## config.mk

```make
export PLATFORM = sky130hd
export DESIGN_NAME = life_ram
export DESIGN_NICKNAME = d
export VERILOG_FILES = /design/src/rtl/core/life_ram.sv
export SDC_FILE = /design/constraint.sdc
export NUM_CORES = 2
export LEC_CHECK = 0
export ABC_CLOCK_PERIOD_IN_PS = 8800
export BUFFER_PORTS_ARGS = -buffer_cell sky130_fd_sc_hd__buf_2
export CORE_ASPECT_RATIO = 1.5
export CORE_UTILIZATION = 40
export DETAILED_ROUTE_END_ITERATION = 10
export PLACE_DENSITY = 0.53
export SKIP_LAST_GASP = 1
export SLEW_MARGIN = 20
export SYNTH_ARGS = -nofsm -noshare
export SYNTH_HDL_FRONTEND = slang
export SYNTH_SLANG_ARGS = --single-unit
```

## constraint.sdc

```tcl
create_clock -name clk -period 8.8 [get_ports clk]
set_input_delay 1.32 -clock clk [delete_from_list [all_inputs] [get_ports clk]]
set_output_delay 1.32 -clock clk [all_outputs]
set_load 0.02 [all_outputs]
```

## src/rtl/core/life_ram.sv

```systemverilog
module life_ram #(
    parameter int WIDTH = 64,
    parameter int DEPTH = 64
) (
    input  logic                     clk,
    input  logic                     we,
    input  logic [$clog2(DEPTH)-1:0] waddr,
    input  logic [WIDTH-1:0]         wdata,
    input  logic [$clog2(DEPTH)-1:0] raddr,
    output logic [WIDTH-1:0]         rdata
);

    logic [WIDTH-1:0] mem [DEPTH];
    logic [WIDTH-1:0] rdata_reg;

    // Write one row, read one row with registered data
    always_ff @(posedge clk)
    begin
        if (we)
        begin
            mem[waddr] <= wdata;
        end
        rdata_reg <= mem[raddr];
    end

    assign rdata = rdata_reg;

endmodule

```

==> qor_table.md <==
| Stage | Item | Value |
| --- | --- | --- |
| placement | Gpl congestion | 0.783 |
| cells and area | Commonest cells after routing, fill and taps aside | sky130_fd_sc_hd__edfxtp_1 (4096), sky130_fd_sc_hd__mux4_2 (1024), sky130_fd_sc_hd__clkbuf_16 (391) |
| timing | Finish-stage setup viols | 0 |
| outcome | Outcome | finished clean |
| cts | Number of buffers added by the clock tree synthesis step | 382 |
| grt | Wire length of the first global-routing pass | 646 mm |
| power | Total power density per cell area | 231 nW/µm² |
| logic synthesis | Mapped cell area | 156000 µm² |
| drt | Remaining design rule violation count | 0 |
| grt | Global-route met3 utilization | 0.0279 |
| logic synthesis | Sequential share of the synthesized area | 0.795 |
| power | Static Leakage | 54.6 nW |
| grt | M1 GR Usage | 0.304 |
| critical path | Maximum fanout along the worst path | 80 |
| logic synthesis | Post-Syn Area per Cell | 23.7 µm² |
| critical path | Source of the critical timing path | raddr[0] |
| timing | Unrepaired setup endpoints after global routing | false |
| drt | Routed wirelength normalized by instance count | 37.9 µm |
| timing | Tcrit/Tclk final | 0.455 |
| timing | Endpoints failing hold | 0 |
| hold path | HP Start | wdata[53] |
| logic synthesis | Number of enable-type register cells in the synthesized netlist | 4096 |
| cts | Post-cts repair resize count | 0 |
| drt | Count of vias placed by the detailed router | 75100 |
| power | Combinational group share of total power | 0.047 |
| drt | Number of iterations in the first detailed-routing pass | 5 |
| critical path | Crit-path slowest cell | sky130_fd_sc_hd__a211oi_1 |
| critical path | Critical path's most frequent cell | sky130_fd_sc_hd__buf_12 |
| placement | Buffers on Ports | 141 |
| power | Sequential share of power | 0.539 |
| job | Count of maximum capacitance violations | 0 |
| cts | Clock tree from TritonCTS | done |
| cells and area | Fraction of final layout cells sized beyond drive strength 1 | 0.280 |
| floorplanning | Placeable core region | 388000 µm² |
| timing | Relative slew slack | 0.159 |
| grt | Gr busiest metal | met2 |
| power | Switching component of the power | 8.79 mW |
| critical path | Arrival time at the worst endpoint | 4.76 ns |
| cts | H-tree levels | 5 |
| power | Fraction of power consumed by the clock network | 0.413 |
| timing | Worst Tran Pin Value | 1.26 ns |
| cts | Post-CTS setup repair buffer count | 0 |
| timing | Final slew viol count | 0 |
| cells and area | Number of flip-flops under the largest register name | 4096 |
| power | Fraction of power spent switching nets | 0.215 |
| timing | Shortest clock period the worst path allows after layout | 4.00 ns |
| drt | Via density per instance | 6.06 |
| grt | Number of antenna violations at the first check in global routing | 44 |
| hold path | Kind of path behind the tightest hold check | in2reg |
| cells and area | Area growth from synthesis to final layout | 13.3% |
| cts | Hold buffer count at CTS | 0 |
| logic synthesis | Yosys warning count | 0 |
| logic synthesis | Fraction of registers with async set/reset | 0 |
| logic synthesis | Number of synthesized register bits | 4160 |
| drt | Number of DRC markers after the initial detailed-route iteration | 8926 |
| logic synthesis | Syn_nets | 6676 |
| logic synthesis | Number of distinct standard cells referenced by the synthesized netlist | 33 |
| floorplanning | Die footprint | 393000 µm² |
| critical path | Setup Crit Path Kind | in2reg |
| logic synthesis | Main flop type after synthesis | sky130_fd_sc_hd__edfxtp_1 |
| cells and area | Leading cell type in the layout, fill and taps excluded | sky130_fd_sc_hd__edfxtp_1 |
| drt | Detailed-route wire length | 469 mm |
| floorplanning | Die width | 512 µm |
| critical path | Delay of the slowest cell on the worst path | 0.93 ns |
| cells and area | Number of nets in the layout | 7044 |
| critical path | List of cells traversed by the critical path | buf_12, buf_12, buf_4, mux4_2, mux2i_1, o22ai_1, a31oi_1, a211oi_1 |
| grt | Aggregate global routing overflow | 0 |
| grt | Via count of the first global-routing pass | 77400 |
| critical path | Data required time of the worst path | 9.56 ns |
| floorplanning | Site row count | 280 |
| floorplanning | Die extent in y | 768 µm |
| grt | Met2 track utilization from global routing | 0.421 |
| floorplanning | Initial Utilization | 0.403 |
| critical path | Reg2reg start | mem[38][51] |
| cts | Clock Tree Buf Depth | 4 |
| critical path | Critical path startpoint category | input port |
| power | Cell internal power dissipation | 32.1 mW |
| timing | Max Clock Skew | 0.0564 ns |
| critical path | Setup slack of the most critical reg-to-reg path | 6.66 ns |
| cts | Clk slew on worst S/H paths | 0.07 ns |
| placement | HPWL after detailed placement | 252 mm |
| cells and area | Number of fill cells in the layout | 32100 |
| cts | Clock insertion delay at the later pin of the skew report | 0.99 ns |
| critical path | Crit end category | flop |
| grt | Pin count of the biggest net entering global routing | 104 |
| cells and area | Final cell utilization of the core | 0.456 |
| cts | CTS Sinks | 4160 |
| power | VDD IR-drop max | 0.000199 V |
| floorplanning | I/O pin count | 142 |
| grt | GRT Resource Usage Total | 0.238 |
| logic synthesis | Instance count of the mapped netlist | 6598 |
| cts | Clock root buffer | sky130_fd_sc_hd__clkbuf_16 |
| timing | Max frequency | 0.250 GHz |
| timing | Total negative slack | 0 ns |
| drt | Final antenna-violating net count | 0 |
[power groups by stage]
stage / Clock (mW) / Sequential [mW] / Combinational, mW
after global placement: 0 / 22.5 / 1.94
final: 16.9 / 22.0 / 1.94
after detailed placement: 0 / 22.5 / 1.96
after global routing: 17.8 / 22.0 / 2.05
after floorplan: 0 / 22.5 / 1.02
after CTS: 17.2 / 22.0 / 1.97
[per-stage QoR]
| stage | instance area, µm² | instances | worst slack [ns] | hold slack [ns] | power [mW] |
|---|---|---|---|---|---|
| 3_3_place_gp | 164000 | 11600 | 3.90 | 0.822 | 24.4 |
| 4_1_cts | 177000 | 12400 | 4.80 | 0.839 | 41.2 |
| 5_1_grt | 177000 | 12400 | 4.72 | 0.736 | 41.9 |
| 2_1_floorplan | 156000 | 6598 | 2.04 | 0.788 | 23.5 |
| 6_report | 177000 | 12400 | 4.80 | 0.749 | 40.9 |
| 3_5_place_dp | 164000 | 11700 | 3.81 | 0.826 | 24.4 |
[worst max-delay path: cells and delay by family]
family / cells / cell delay [ns]
muxes: 2 / 0.47
AOI/OAI and AO/OA: 3 / 1.21
buffers and inverters: 3 / 1.56
[layout make-up]
class / count / area (µm²) / area share
Antenna cell: 21 / 52.6 / 0.000297
Clock buffer: 494 / 10300 / 0.0583
Clock inverter: 209 / 2180 / 0.0123
Inverter: 19 / 71.3 / 0.000403
Multi-Input combinational cell: 2049 / 30800 / 0.174
Sequential cell: 4160 / 124000 / 0.702
Tap cell: 5076 / 6350 / 0.0359
Timing Repair Buffer: 354 / 3040 / 0.0171
[synthesized netlist by cell type, types with 26 or more instances]
cell type	count	area, µm²
sky130_fd_sc_hd__edfxtp_1	4096	123000
sky130_fd_sc_hd__mux4_2	1024	23100
sky130_fd_sc_hd__buf_2	170	851
sky130_fd_sc_hd__a22oi_1	168	1260
sky130_fd_sc_hd__clkbuf_1	140	526
sky130_fd_sc_hd__mux2i_1	135	1350
sky130_fd_sc_hd__nor2_1	112	420
sky130_fd_sc_hd__a22o_1	88	771
sky130_fd_sc_hd__o22ai_1	83	519
sky130_fd_sc_hd__and3_1	64	400
sky130_fd_sc_hd__dfxtp_1	64	1280
sky130_fd_sc_hd__a211oi_1	63	473
sky130_fd_sc_hd__nand2_1	58	218
sky130_fd_sc_hd__nand3_1	45	225
sky130_fd_sc_hd__o221ai_1	38	333
sky130_fd_sc_hd__buf_4	34	255
sky130_fd_sc_hd__or3_1	29	181
sky130_fd_sc_hd__nor2b_1	28	175
sky130_fd_sc_hd__or2_2	28	175
sky130_fd_sc_hd__a41oi_1	26	228
[metal layers]
layer,share of wire,wire (µm)
met5,0.000068,32
met2,0.53,248000
met1,0.38,178000
met4,0.032,14900
met3,0.061,28500
[cells by family (layout without fill, tap and decap cells)]
kind of cell           Yosys count  after routing  share of synthesized area
muxes                         1159           1159                      0.156
buffers and inverters          389           1076                     0.0118
other                            0             21                          0
and+or+nand+nor                386            386                     0.0124
AOI/OAI and AO/OA              504            504                     0.0248
DFF                           4160           4160                      0.795
[final timing paths]
kind,cells past startpoint,to
setup / recovery,8,rdata[22]
hold reg to reg,4,rdata[30]
hold / removal,1,mem[22][53]
setup reg to reg,4,rdata[51]
Note: power is estimated with default switching activity, not from simulation.
