## src/rtl/core/life_pkg.sv

```systemverilog
package life_pkg;

    // Command codes carried by an input word
    typedef enum logic [1:0] {
        CMD_WRITE = 2'd0,
        CMD_READ  = 2'd1,
        CMD_STEP  = 2'd2
    } cmd_t;

    // Configuration register indexes
    localparam logic CFG_ROWS = 1'b0;
    localparam logic CFG_COLS = 1'b1;

    // Width of the configuration registers and data
    localparam int SIZE_W = 7;

    // B3/S23 neighbour counts
    localparam int NBR_W = 4;
    localparam logic [NBR_W-1:0] BIRTH_COUNT   = 4'd3;
    localparam logic [NBR_W-1:0] SURVIVE_COUNT = 4'd2;

    // Window control from the sequencer to the column cells
    typedef struct packed {
        logic clear;
        logic shift;
    } win_ctrl_t;

endpackage

```

## src/rtl/core/life_col_cell.sv

```systemverilog
module life_col_cell (
    input  logic                clk,
    input  life_pkg::win_ctrl_t ctrl,
    input  logic                en,
    input  logic                din,
    input  logic [2:0]          left_vis,
    input  logic [2:0]          right_vis,
    output logic [2:0]          vis,
    output logic                wr_bit
);

    logic                        above_reg;
    logic                        above_next;
    logic                        cur_reg;
    logic                        cur_next;
    logic                        below_reg;
    logic                        below_next;
    logic [life_pkg::NBR_W-1:0]  count;
    logic                        life;

    // Shift the three-row window down by one row, or empty it
    always_comb
    begin
        above_next = above_reg;
        cur_next   = cur_reg;
        below_next = below_reg;
        if (ctrl.clear)
        begin
            above_next = 1'b0;
            cur_next   = 1'b0;
            below_next = 1'b0;
        end
        else if (ctrl.shift)
        begin
            above_next = cur_reg;
            cur_next   = below_reg;
            below_next = din;
        end
    end

    always_ff @(posedge clk)
    begin
        above_reg <= above_next;
        cur_reg   <= cur_next;
        below_reg <= below_next;
    end

    // Columns outside the grid in use look dead to their neighbors
    assign vis = {above_reg, cur_reg, below_reg} & {3{en}};

    // Count the eight neighbors of the middle row
    assign count = life_pkg::NBR_W'(left_vis[0]) + life_pkg::NBR_W'(left_vis[1])
                 + life_pkg::NBR_W'(left_vis[2]) + life_pkg::NBR_W'(right_vis[0])
                 + life_pkg::NBR_W'(right_vis[1]) + life_pkg::NBR_W'(right_vis[2])
                 + life_pkg::NBR_W'(vis[2]) + life_pkg::NBR_W'(vis[0]);

    assign life = (count == life_pkg::BIRTH_COUNT)
               || (vis[1] && (count == life_pkg::SURVIVE_COUNT));

    // Keep the old bit in columns outside the grid in use
    assign wr_bit = en ? life : cur_reg;

endmodule

```

## config.mk

```make
export PLATFORM = sky130hd
export DESIGN_NAME = life_col_cell
export DESIGN_NICKNAME = d
export VERILOG_FILES = /design/src/rtl/core/life_pkg.sv /design/src/rtl/core/life_col_cell.sv
export SDC_FILE = /design/constraint.sdc
export NUM_CORES = 1
export LEC_CHECK = 0
export ABC_AREA = 1
export BUFFER_PORTS_ARGS = -buffer_cell sky130_fd_sc_hd__buf_2
export CAP_MARGIN = 20
export CORE_AREA = 2 2 39 41
export DETAILED_ROUTE_END_ITERATION = 10
export DIE_AREA = 0 0 41 43
export PLACE_DENSITY = 0.47
export SLEW_MARGIN = 20
export SYNTH_ARGS = -nofsm -noshare
export SYNTH_HDL_FRONTEND = slang
export SYNTH_SLANG_ARGS = --single-unit
```

## constraint.sdc

```tcl
create_clock -name clk -period 3 [get_ports clk]
set_clock_uncertainty 0.2 [all_clocks]
set_input_delay 0.3 -clock clk [delete_from_list [all_inputs] [get_ports clk]]
set_output_delay 0.3 -clock clk [all_outputs]
set_load 0.03 [all_outputs]
```

==> results of run 1 <==
## metal layers
layer | vias up | track usage, %
li1 | 189 | -
met5 | - | 0
met1 | 140 | 13.5
met3 | 0 | 4.71
met2 | 14 | 11.6
met4 | 0 | 4.00
## cells in the mapped netlist
cell type | instances | share of area (%)
dfxtp_1 | 3 | 18
nand2_1 | 17 | 19
a21oi_1 | 3 | 4.4
ha_1 | 3 | 11
nor2_1 | 2 | 2.2
fa_1 | 4 | 23
inv_1 | 16 | 18
inv_2 | 1 | 1.1
nand3_1 | 1 | 1.5
nor3_2 | 1 | 2.9
## final cells by class
class	count	share of cell area, %
multi-input combinational	31	44.2
timing repair buffer	18	22.9
inverter	17	12.3
sequential	3	11.6
clock buffer	4	5.07
tap	16	3.86
## worst min path at each step
stage | endpoint | slack, ps | cells after the start
floorplan | above_reg | 170 | 1
global placement | above_reg | 260 | 2
detailed placement | above_reg | 250 | 2
CTS | cur_reg | 50 | 2
global route | above_reg | 60 | 2
finish | below_reg | 60 | 2
## power breakdown
part	internal (mW)	switching, mW
logic	0.0439	0.0493
registers	0.0415	0.000925
clock network	0.0498	0.0207
total	0.135	0.0709
## timing repair
action,4_1_cts,5_1_grt
gates resized for setup,6,1
gates cloned,0,0
hold endpoints to repair,0,0
setup endpoints to repair,1,1
pin swaps,3,2
## per-stage QoR
step | worst slack (ps) | total power [mW] | hold WS [ps]
finish | -511 | 0.206 | 60.3
global route | -640 | 0.230 | 63.2
CTS | -550 | 0.211 | 45.4
detailed placement | -622 | 0.130 | 251
global placement | -609 | 0.130 | 256
floorplan | -347 | 0.105 | 169
## kinds of logic (layout without fill, tap and decap cells)
| family | Yosys count | in the layout | synth area share [%] |
|---|---|---|---|
| and+or+nand+nor | 21 | 21 | 25.2 |
| DFF | 3 | 3 | 17.5 |
| AOI/OAI and AO/OA | 3 | 3 | 4.38 |
| buffers and inverters | 17 | 39 | 18.6 |
| adders and majority gates | 7 | 7 | 34.3 |
## worst max-delay path, delay by kind of cell
kind / cells / cell delay (ps)
AND/OR/NAND/NOR: 3 / 320
buffers and inverters: 5 / 300
adder cells (fa/ha/maj): 5 / 2100
==> impl_metrics.yaml, run 1 <==
outcome:
  outcome: "finished with violations"
  violations: "setup timing"
floorplan:
  die_h_um: 43
  num_rows: 14
  ios: 15
  core_mm2: 0.00138
  initial_core_util_pct: 24.8
  fp.dieW_um: 41
  die_area_mm2: 0.00176
placed_design:
  dp_cells: 85
  place_hpwl_um: 545
  portBuffers: 14
  place_area_um2: 470
  gp_congestion: 0.579
yosys:
  synth-seq-cells: 3
  syn_area_per_cell_um2: 6.72
  syn-num-nets: 69
  yosysWarningCount: 0
  synth_area_um2: 343
  yosysUniqueCellTypes: 10
  seq_area_frac_synth_pct: 17.5
  netlist_instances: 51
setup_path:
  crit_start: "right_vis[0]"
  crit_required_ps: 2500
  reg2reg_depth: 3
  cp-endpoint: "wr_bit"
  max_stage_delay_ps: 540
  path_common_cell: "fa_1"
  critical_path.max_fanout: 2
  path_class: "primary input to output port"
  reg2reg_slack_ps: 2140
  r2r-start: "below_reg"
  setup.worst_path.start_class: "primary input"
  critPathCaptureType: "output port"
  crit_slowest_cell: "fa_1"
  cp_cell_sequence: "buf_6, inv_2, fa_1, fa_1, fa_1, inv_1, ha_2, fa_1, inv_1, nor3_2, nand2_1, nand2_4, buf_6"
  crit_arrival_ps: 3010
  r2r_end: "cur_reg"
final_layout:
  antennaDiodeCount: 0
  drive_gt1_share_pct: 37.0
  syn_to_final_growth_pct: 51.1
  final_cell_mix: "16 x nand2_1, 14 x inv_1, 11 x buf_2"
  final_cells: 89
  multi_input_area_um2: 229
  seqCellArea_um2: 60.1
  final_common_cell: "nand2_1"
  nNetsFinal: 92
  fill_cells: 153
  fin_area_um2: 518
  final_util_pct: 37.4
global_route:
  grt_pass1_wl_um: 1130
  grtUsageTotal_pct: 9.41
  antenna_found_initial: 0
  grt_max_degree: 6
  grt-ovfl-total: 0
  grt_pass1_vias: 308
cts:
  clkLatencyLatePin_ps: 230
  clk_pin_slew_worst_paths_ps: 40
  htreeDepth: 1
  cts_root_buf: "clkbuf_4"
  cts_hold_buf: 0
  cts_tree: "done"
  cts_setup_buffers: 0
  cts.path.max_buffers: 2
  numCtsBuffers: 3
  cts_sinks: 3
sta:
  maxSlewHeadroom_pct: 89.4
  rsz0062_at_grt: "true"
  fin_crit_sh_pct: 117
  post-route-min-period_ps: 3510
  setup_viol: 1
  worst_slack_ps: -511
  timing.fmax_ghz: 0.285
  worst_pin_slew_ps: 159
  report.final.slew_viol_count: 0
  hold_violations: 0
  tns_ps: -511
routing:
  wl_per_cell_um: 7.22
  drc: 0
  drt-initial-drc-count: 5
  first_pass_iters: 5
  routed.top_layer: "met3"
  met1Wirelength_um: 328
  antenna_left: 0
  vias: 343
  viasPerCell: 3.85
  wl_met3_um: 47
  wl_met2_um: 267
  drt-total-wl_um: 643
hold_path:
  holdCritPathClass: "primary input to flop"
  hp-start: "ctrl[1]"
pwr:
  vdd_ir_drop_max_mv: 0.119
  pwr_density_cell_mw_per_mm2: 398
  p_leak_nw: 0.318
flow_run:
  maxCapViolations: 0
Note: power is estimated with default switching activity, not from simulation.
==> run 2, diff against run 1 <==
--- a/config.mk
+++ b/config.mk
@@ -9,6 +9,7 @@
 export BUFFER_PORTS_ARGS = -buffer_cell sky130_fd_sc_hd__buf_2
 export CAP_MARGIN = 20
 export CORE_AREA = 2 2 39 41
+export CTS_BUF_LIST = sky130_fd_sc_hd__clkbuf_8
 export DETAILED_ROUTE_END_ITERATION = 10
 export DIE_AREA = 0 0 41 43
 export PLACE_DENSITY = 0.47
==> run 2 against run 1 <==
Net effect:
- maximum frequency is the same
- the run still ends with setup timing left
- global-route usage shrank 0.30 points
- sequential share of layout area shrank 0.41 points
- sequential power is essentially flat
- core utilization grew 1.4 points
- largest cell class unchanged
- register-to-register slack is essentially flat
==> impl_metrics.yaml, run 2 (synthesis results as in run 1) <==
final_layout:
  syn_to_final_growth_pct: 56.6
  final_common_cell: "nand2_1"
  multi_input_area_um2: 229
  drive_gt1_share_pct: 37.0
  fill_cells: 152
  final_cell_mix: "16 x nand2_1, 15 x inv_1, 11 x buf_2"
  antennaDiodeCount: 0
  fin_area_um2: 537
  final_util_pct: 38.8
  nNetsFinal: 92
  seqCellArea_um2: 60.1
sta:
  worst_pin_slew_ps: 159
  setup_viol: 1
  post-route-min-period_ps: 3510
  worst_slack_ps: -511
  hold_violations: 0
  rsz0062_at_grt: "true"
  timing.fmax_ghz: 0.285
  maxSlewHeadroom_pct: 89.4
  fin_crit_sh_pct: 117
  hold_slack_ps: 76.0
  report.final.slew_viol_count: 0
routing:
  drt-total-wl_um: 631
  drc: 0
  wl_met2_um: 255
  first_pass_iters: 4
  routed.top_layer: "met3"
  met1Wirelength_um: 325
  drt-initial-drc-count: 6
  wl_per_cell_um: 7.09
  antenna_left: 0
  vias: 340
  wl_met3_um: 51
  viasPerCell: 3.82
global_route:
  grt_pass1_wl_um: 1110
  grt-ovfl-total: 0
  grtUsageTotal_pct: 9.11
  grt_pass1_vias: 302
  grt_max_degree: 6
  antenna_found_initial: 0
floorplan:
  die_h_um: 43
  initial_core_util_pct: 24.8
  die_area_mm2: 0.00176
  num_rows: 14
  fp.dieW_um: 41
  ios: 15
  core_mm2: 0.00138
placed_design:
  place_area_um2: 470
  portBuffers: 14
  gp_congestion: 0.579
  place_hpwl_um: 545
  place_ws_ps: -622
setup_path:
  cp_num_cells: 13
  crit_slowest_cell: "fa_1"
  critical_path.max_fanout: 2
  path_class: "primary input to output port"
  critical-path-top-delay-family: "adder cells"
  cp.buffers_inverters: 5
  setup.worst_path.start_class: "primary input"
  crit_required_ps: 2500
  reg2reg_depth: 3
  max_stage_delay_ps: 540
  cp_cell_sequence: "buf_6, inv_2, fa_1, fa_1, fa_1, inv_1, ha_2, fa_1, inv_1, nor3_2, nand2_1, nand2_4, buf_6"
  critPathCaptureType: "output port"
  path_common_cell: "fa_1"
  crit_arrival_ps: 3010
cts:
  clkLatencyLatePin_ps: 210
  cts_tree: "done"
  cts.path.max_buffers: 2
  cts_hold_buf: 0
  cts_setup_buffers: 0
  cts_root_buf: "clkbuf_8"
  cts_sinks: 3
  numCtsBuffers: 3
  htreeDepth: 1
  clk_pin_slew_worst_paths_ps: 30
flow_run:
  maxCapViolations: 0
hold_path:
  holdCritPathClass: "primary input to flop"
  holdPathStages: 2
outcome:
  outcome: "finished with violations"
  violations: "setup timing"
pwr:
  p_leak_nw: 0.329
  vdd_ir_drop_max_mv: 0.160
  pwr_density_cell_mw_per_mm2: 462
-- run 2: cell types whose count changed in the layout (fill, tap and decap cells not counted), sizes merged --
cell    previous run  this run
inv               17        18
clkbuf             4         3
-- run 2: worst reg2reg max path, delay by kind of cell (launching register included) --
family	cells	cell delay, ps
flip-flops	1	320
AND/OR/NAND/NOR	1	40
buffers and inverters	1	110
AO/OA/AOI/OAI	1	120
-- run 2: where the power goes --
| part | switching, mW | internal, mW |
|---|---|---|
| clock | 0.0255 | 0.0870 |
| sequential | 0.000922 | 0.0416 |
| combinational | 0.0492 | 0.0439 |
| total | 0.0757 | 0.172 |
-- run 2: area by class of cell --
class / instances / area share (%)
Timing Repair Buffer: 18 / 22.1
Clock inverter: 1 / 0.699
Tap cell: 16 / 3.73
Multi-Input combinational cell: 31 / 42.7
Clock buffer: 3 / 7.69
Inverter: 17 / 11.9
Sequential cell: 3 / 11.2
-- run 2: metal layers --
layer	vias up	track usage [%]
li1	189	-
met1	139	13.5
met2	12	11.6
met3	0	4.71
met4	0	2.00
met5	-	0
-- run 2: stage by stage --
stage | power [mW] | cells | TNS [ps]
2_1_floorplan | 0.105 | 51 | -347
3_3_place_gp | 0.130 | 85 | -609
4_1_cts | 0.253 | 89 | -550
6_report | 0.248 | 89 | -511
3_5_place_dp | 0.130 | 85 | -622
5_1_grt | 0.272 | 89 | -640
-- run 2: worst paths after layout --
kind                      from         to  slack (ps)
hold reg to reg      above_reg  above_reg         250
hold / removal         ctrl[1]    cur_reg          80
setup / recovery  right_vis[0]     wr_bit        -510
setup reg to reg     below_reg    cur_reg        2140
-- run 2: what timing repair did --
| item | CTS | global route |
|---|---|---|
| endpoints found under the setup margin | 1 | 1 |
| resized for setup | 6 | 1 |
| pin swaps | 3 | 2 |
